**src/hdl/phtt_pkg.sv**
```systemverilog
// shared constants, types and item codes for the phase-to-point triangulator
package phtt_pkg;

  localparam int COORD_BITS      = 12;
  localparam int PHASE_FRAC_BITS = 8;

  localparam int CMD_W     = 1;
  localparam int IDX_W     = 5;
  localparam int COEF_W    = 32;
  localparam int PIX_W     = 12;
  localparam int PHASE_W   = 20;
  localparam int OUT_W     = 32;

  localparam int TABLE_DEPTH = 24;
  localparam int TERMS       = 6;
  localparam int ROWS        = 4;
  localparam int HALF_TERMS  = TERMS / 2;
  localparam int LANES       = ROWS - 1;

  localparam int PROD_W = COEF_W + PHASE_W + 1;
  localparam int AW     = PROD_W + 1;
  localparam int PRW    = AW + COORD_BITS + 1;
  localparam int HW     = PRW + 2;

  localparam int FRAC_SHIFT = 16;
  localparam int DIV_STEPS  = OUT_W;
  localparam int REM_W      = HW + 1;

  localparam int QUEUE_DEPTH = 4;
  localparam int QPTR_W      = $clog2(QUEUE_DEPTH);

  localparam logic [CMD_W-1:0] CMD_LOAD  = 1'b0;
  localparam logic [CMD_W-1:0] CMD_PIXEL = 1'b1;

  typedef enum logic [1:0] {
    K_LOAD,
    K_MASKED,
    K_PIXEL
  } kind_t;

  typedef struct packed {
    kind_t                   kind;
    logic [IDX_W-1:0]        idx;
    logic [COEF_W-1:0]       value;
    logic [COORD_BITS-1:0]   col;
    logic [COORD_BITS-1:0]   row;
    logic [PHASE_W-1:0]      phase;
  } job_t;

  typedef struct packed {
    logic                    valid;
    kind_t                   kind;
    logic [ROWS-1:0][HW-1:0] h;
  } hom_t;

  typedef struct packed {
    logic [REM_W-1:0]     rem;
    logic [DIV_STEPS-1:0] low;
    logic [DIV_STEPS-1:0] q;
    logic                 neg;
    logic                 big;
  } lane_t;

endpackage

```
**src/hdl/phtt_queue.sv**
```systemverilog
// short item queue between the front and the back
module phtt_queue (
  input  logic            clk,
  input  logic            rst,
  input  phtt_pkg::job_t  push_job,
  input  logic            push_valid,
  output logic            push_ready,
  output phtt_pkg::job_t  head,
  output logic            head_valid,
  input  logic            pop
);
  import phtt_pkg::*;

  job_t                mem [QUEUE_DEPTH];
  logic [QPTR_W-1:0]   wr_ptr;
  logic [QPTR_W-1:0]   rd_ptr;
  logic [QPTR_W:0]     count;
  logic                do_push;
  logic                do_pop;

  assign push_ready = (count != (QPTR_W+1)'(QUEUE_DEPTH));
  assign head_valid = (count != '0);
  assign head       = mem[rd_ptr];
  assign do_push    = push_valid && push_ready;
  assign do_pop     = pop && head_valid;

  always_ff @(posedge clk) begin
    if (do_push) begin
      mem[wr_ptr] <= push_job;
    end
  end

  always_ff @(posedge clk) begin
    if (rst) begin
      wr_ptr <= '0;
      rd_ptr <= '0;
      count  <= '0;
    end else begin
      if (do_push) begin
        wr_ptr <= wr_ptr + 1'b1;
      end
      if (do_pop) begin
        rd_ptr <= rd_ptr + 1'b1;
      end
      if (do_push && !do_pop) begin
        count <= count + 1'b1;
      end else if (!do_push && do_pop) begin
        count <= count - 1'b1;
      end
    end
  end
endmodule

```
**config.mk**
```make
export PLATFORM = sky130hd
export DESIGN_NAME = phtt_queue
export DESIGN_NICKNAME = d
export VERILOG_FILES = /design/src/hdl/phtt_pkg.sv /design/src/hdl/phtt_queue.sv
export SDC_FILE = /design/constraint.sdc
export NUM_CORES = 1
export LEC_CHECK = 0
export BUFFER_PORTS_ARGS = -buffer_cell sky130_fd_sc_hd__buf_2
export CORE_ASPECT_RATIO = 1.2
export CORE_MARGIN = 4
export CORE_UTILIZATION = 45
export CTS_CLUSTER_SIZE = 30
export DETAILED_ROUTE_END_ITERATION = 10
export GPL_TIMING_DRIVEN = 0
export PLACE_DENSITY_LB_ADDON = 0.08
export SLEW_MARGIN = 15
export SYNTH_ARGS = -nofsm -noshare
export SYNTH_HDL_FRONTEND = slang
export SYNTH_SLANG_ARGS = --single-unit
export TNS_END_PERCENT = 1
```
**constraint.sdc**
```tcl
create_clock -name clk -period 3.6 [get_ports clk]
set_input_delay 0.72 -clock clk [delete_from_list [all_inputs] [get_ports clk]]
set_output_delay 0.72 -clock clk [all_outputs]
set_load 0.05 [all_outputs]
```
## Word-level counts from Yosys, hierarchy flattened

Memories as Yosys holds them, arrays and structs flattened. A register that Yosys moved wholly into a read port is not among the register bits.
Index checks and enable logic that the tools add are counted.

| storage, ports and cells | value |
|---|---|
| bits in registers | 7 |
| memory bits (writable) | 332 |
| logic and storage cells | 23 |
| memories kept | 1 |

| cells by class | value |
|---|---|
| $add $sub $neg | 4 |
| equal/unequal tests | 1 |
| multiplexer cells | 6 |
| reduce and logical (&&, ||, !) cells | 8 |

Memory list:

| memory | depth | width | rd ports | clocked after Yosys merged registers in | wr ports | RTL line | text |
|---|---|---|---|---|---|---|---|
| mem | 4 | 83 | 1 | 1 | 1 | phtt_queue.sv:14 | `job_t mem [QUEUE_DEPTH];` |

Operator list:

| kind | count |
|---|---|
| $mux 3 | 2 |
| $add 2x1->2 const B | 2 |
| $logic_and 1x1->1 | 4 |
| $mux 2 | 2 |
| $add 3x1->3 const B | 1 |
| $ne 3x3->1 const B | 1 |
| $reduce_bool 3->1 | 1 |
| $sub 3x1->3 const B | 1 |
| $logic_not 1->1 | 2 |
| $mux 1 | 2 |
| $reduce_bool 2->1 | 1 |

## Depth between registers and ports, before layout

| depth | value |
|---|---|
| word-level depth | 6 |
| gate-level depth with buffers | 8 |
| depth with buffers taken out | 8 |

## Worst setup path before layout

Ideal clock, no wire load.

| timing | value |
|---|---|
| kind | input port to flip-flop |
| start | in push_valid |
| end | mem mem[2][0] in the netlist's numbering (enable) |
| arrival time | 2959 ps |
| data required time | 3149 ps |
| slack | 190 ps |
| stages on the path | 2 |
| cells stage by stage | a21boi_2 > and2_1 |

| between the ends | value |
|---|---|
| word-level cells in the longest chain between the ends | 3 |

RTL lines:

| item | RTL line | text |
|---|---|---|
| from (decl) | phtt_queue.sv:6 | `input logic push_valid,` |
| $logic_and 1x1->1 | phtt_queue.sv:24 | `assign do_push = push_valid && push_ready;` |
| $mux 1 | phtt_queue.sv:28 | `if (do_push) begin` |
| $mux 1 (not written as such) | phtt_queue.sv:29 | `mem[wr_ptr] <= push_job;` |
| to (decl) | phtt_queue.sv:14 |  |

No other way between the ends.

==> metrics.txt <==
# TYPE chip_impl_metric gauge
chip_impl_metric{name="share_of_total_power_in_the_clock_network",unit="%"} 27.0
chip_impl_metric{name="tritoncts_num_sinks",unit=""} 341
chip_impl_metric{name="power_frac_seq",unit="%"} 40.7
chip_impl_metric{name="syn_avg_cell_area",unit="um2"} 25.9
chip_impl_metric{name="place.gp.congestion",unit=""} 0.676
chip_impl_metric{name="flip_flop_and_latch_count_after_synthesis",unit=""} 341
chip_impl_info{name="clock_tree_from_tritoncts",value="built"} 1
chip_impl_metric{name="fin_nets",unit=""} 789
chip_impl_metric{name="power.leakage",unit="nW"} 5.04
chip_impl_metric{name="routed_wirelength",unit="um"} 22800
chip_impl_metric{name="power_switching_share",unit="%"} 34.0
chip_impl_metric{name="maxCapViolCount",unit=""} 0
chip_impl_metric{name="hold_viol",unit=""} 0
chip_impl_metric{name="finalMaxSlewViolations",unit=""} 0
chip_impl_metric{name="total_power",unit="mW"} 12.1
chip_impl_metric{name="clockBufferDepth",unit=""} 3
chip_impl_info{name="r2r-start",value="count[0]$_SDFFE_PP0P_"} 1
chip_impl_metric{name="period_needed",unit="ns"} 2.81
chip_impl_info{name="worstReg2RegEnd",value="count[2]$_SDFFE_PP0P_"} 1
chip_impl_info{name="setup.worst_path.end_class",value="output port"} 1
chip_impl_metric{name="synth.lib_cells_used.distinct",unit=""} 22
chip_impl_metric{name="grt_pass1_wl",unit="um"} 35300
chip_impl_metric{name="antenna_cells",unit=""} 0
chip_impl_metric{name="switching_power_of_the_nets",unit="mW"} 4.12
chip_impl_metric{name="post-route-period-util",unit="%"} 78.0
chip_impl_metric{name="floorplan.die.width",unit="um"} 160
chip_impl_metric{name="postSynthCellCount",unit=""} 481
chip_impl_metric{name="pwr-share-comb",unit="%"} 32.3
chip_impl_metric{name="number_of_gates_resized_after_cts",unit=""} 0
chip_impl_metric{name="row_count",unit=""} 66
chip_impl_metric{name="slew_headroom",unit="%"} 56.7
chip_impl_metric{name="grt_pass1_vias",unit=""} 6240
chip_impl_metric{name="yosys_warnings",unit=""} 0
chip_impl_metric{name="final_design_area_excluding_fillers",unit="um2"} 14900
chip_impl_info{name="cp-start-kind",value="register"} 1
chip_impl_metric{name="critPathMaxFanout",unit=""} 10
chip_impl_metric{name="drive_above_1_share",unit="%"} 45.7
chip_impl_metric{name="route.antenna.remaining_nets",unit=""} 0
chip_impl_metric{name="area_growth_from_synthesis_to_layout",unit="%"} 20.0
chip_impl_metric{name="routed_via_count_divided_by_cell_count",unit=""} 5.31
chip_impl_metric{name="place_area",unit="um2"} 13900
chip_impl_metric{name="maxClockFrequency",unit="MHz"} 356
chip_impl_metric{name="design.die.area",unit="um2"} 30400
chip_impl_metric{name="cts_hold_buffers",unit=""} 0
chip_impl_metric{name="cts_max_level",unit=""} 2
chip_impl_metric{name="drt_iter0_markers",unit=""} 317
chip_impl_metric{name="vdd_drop_max",unit="mV"} 0.488
chip_impl_metric{name="start_util",unit="%"} 45.8
chip_impl_metric{name="async_flop_share",unit="%"} 0
chip_impl_info{name="worst-setup-path-type",value="register to output port"} 1
chip_impl_info{name="rsz_0062_raised_after_global_routing",value="no"} 1
chip_impl_metric{name="post-route-drc-count",unit=""} 0
chip_impl_metric{name="syn_area",unit="um2"} 12400
chip_impl_metric{name="power.internal",unit="mW"} 7.98
chip_impl_metric{name="clk_transition_reported_paths",unit="ns"} 0.06
chip_impl_metric{name="cts_buffers",unit=""} 35
chip_impl_metric{name="core",unit="um2"} 27200
chip_impl_metric{name="post-route-util",unit="%"} 55.0
chip_impl_metric{name="grt-ovfl-total",unit=""} 0
chip_impl_info{name="clock_tree.root_cell",value="clkbuf_16"} 1
chip_impl_metric{name="wl_per_cell",unit="um"} 21.6
chip_impl_metric{name="grt_antenna_before_repair",unit=""} 1
chip_impl_info{name="hp-class",value="input pin to register"} 1
chip_impl_metric{name="worst_skew_pair.late_latency",unit="ns"} 0.49
chip_impl_metric{name="detailedPlacementHpwl",unit="um"} 14400
chip_impl_metric{name="die_h",unit="um"} 190
chip_impl_metric{name="synth-edff-count",unit=""} 332
chip_impl_metric{name="synth.yosys.seq_area_share",unit="%"} 81.6
chip_impl_metric{name="skew",unit="ns"} 0.0110
chip_impl_info{name="hold-path-endpoint",value="mem[2][49]$_DFFE_PP_"} 1
chip_impl_info{name="hp-start",value="push_job[49]"} 1
chip_impl_metric{name="synthesis.nets",unit=""} 574
chip_impl_metric{name="grt_use_total",unit="%"} 15.2
chip_impl_metric{name="io_buffers",unit=""} 170
chip_impl_metric{name="dr_total_vias",unit=""} 5611
chip_impl_metric{name="finalSetupViolations",unit=""} 0
chip_impl_info{name="outcome",value="completed"} 1
chip_impl_metric{name="timing.reg2reg.worst_path_depth",unit=""} 8
chip_impl_metric{name="worst-slew-pin-transition",unit="ns"} 0.650
chip_impl_metric{name="arrival",unit="ns"} 2.09
chip_impl_metric{name="min_path_cells",unit=""} 1
chip_impl_info{name="postSynth.topFlopCell",value="edfxtp_1"} 1
chip_impl_metric{name="grt_max_degree",unit=""} 36
chip_impl_metric{name="reg2reg_setup_slack",unit="ns"} 1.25
chip_impl_metric{name="drt-pass1-iter-count",unit=""} 4
chip_impl_metric{name="worst-endpoint-required",unit="ns"} 2.88
chip_impl_metric{name="p_per_area",unit="nW/um2"} 810
chip_impl_metric{name="cts_post_setup_buffers_inserted",unit=""} 0
chip_impl_metric{name="design.portCount",unit=""} 172
chip_impl_metric{name="hold_ws",unit="ns"} 0.441
## worst max-delay path, cell delays in order (launching register included)
cell and delay, ns:
dfxtp_1 0.32, buf_2 0.28, buf_2 0.38, mux4_2 0.38, buf_2 0.23
## synth_stat cells (2+ instances only)
cell type / number / area [um2]
edfxtp_1: 332 / 9970
mux4_2: 83 / 1870
buf_2: 9 / 45.0
dfxtp_1: 9 / 180
buf_6: 8 / 90.1
nor2_1: 8 / 30.0
ha_1: 5 / 62.6
and2_1: 4 / 25.0
xor2_1: 4 / 35.0
inv_1: 3 / 11.3
clkbuf_1: 2 / 7.51
mux2i_1: 2 / 20.0
nand2b_1: 2 / 12.5
or3_1: 2 / 12.5
## how the worst max path moves through the flow
stage / start / endpoint / slack (ns) / cells after the start
2_1_floorplan: push_valid / mem[2][0]$_DFFE_PP_ / 0.19 / 2
3_3_place_gp: push_valid / mem[3][52]$_DFFE_PP_ / -1.57 / 3
3_5_place_dp: push_valid / count[2]$_SDFFE_PP0P_ / 1.05 / 8
4_1_cts: register / head[43] / 0.74 / 4
5_1_grt: register / head[43] / 0.71 / 4
6_report: register / head[43] / 0.79 / 4
## state kept, by name, summed over array words and instances (netlist names), named ones only
| name | flops |
|---|---|
| rd_ptr | 2 |
| mem | 332 |
| count | 3 |
| wr_ptr | 2 |
## area by class of cell
class / count / area (um2)
buffer: 19 / 143
clock buffer: 44 / 952
clock inverter: 14 / 92.6
fill: 2072 / 12200
inverter: 3 / 11.3
multi-input combinational: 118 / 2150
sequential: 341 / 10100
tap: 340 / 425
timing repair buffer: 178 / 1010
## metal layers
layer  part of all wire, %  wire length, um  vias up  track usage [%]
li1                      -                -     2495                -
met2                    52            12000      154             27.3
met1                    39             8960     2927             18.7
met4                   1.8              416        2             3.81
met5                 0.053               12        -                0
met3                   6.4             1460       33             3.71
## layout by cell type, fill, tap and decap left out, types with 3 or more instances in the layout
cell type / instances
nor2_1: 8
clkbuf_1: 9
clkbuf_16: 37
clkinv_1: 7
edfxtp_1: 332
buf_2: 179
and2_4: 4
clkinv_2: 4
ha_1: 5
buf_12: 8
xor2_1: 4
buf_6: 8
mux4_2: 83
inv_1: 3
dfxtp_1: 9
## per-stage QoR
stage	instances	setup TNS, ns	worst slack (ns)
after floorplan	481	0	0.190
after global routing	1057	0	0.707
after global placement	991	-516.37	-1.57
after CTS	1057	0	0.744
final	1057	0	0.791
after detailed placement	999	0	1.05
## power groups by stage
stage	logic (mW)	clock network [mW]	registers (mW)
after floorplan	3.05	0	5.00
after global placement	3.89	0	5.04
after detailed placement	3.99	0	5.01
after CTS	3.99	3.36	4.93
after global routing	4.14	3.56	4.95
final	3.91	3.27	4.92
## kinds of logic after synthesis
family | Yosys count | synth area share (%)
compound gates | 5 | 0.302
xor+xnor | 4 | 0.282
fa+ha+maj | 6 | 0.664
buf+inv | 22 | 1.24
flops | 341 | 81.6
mux | 86 | 15.3
simple gates | 17 | 0.674
Note: power is estimated with default switching activity, not from simulation.
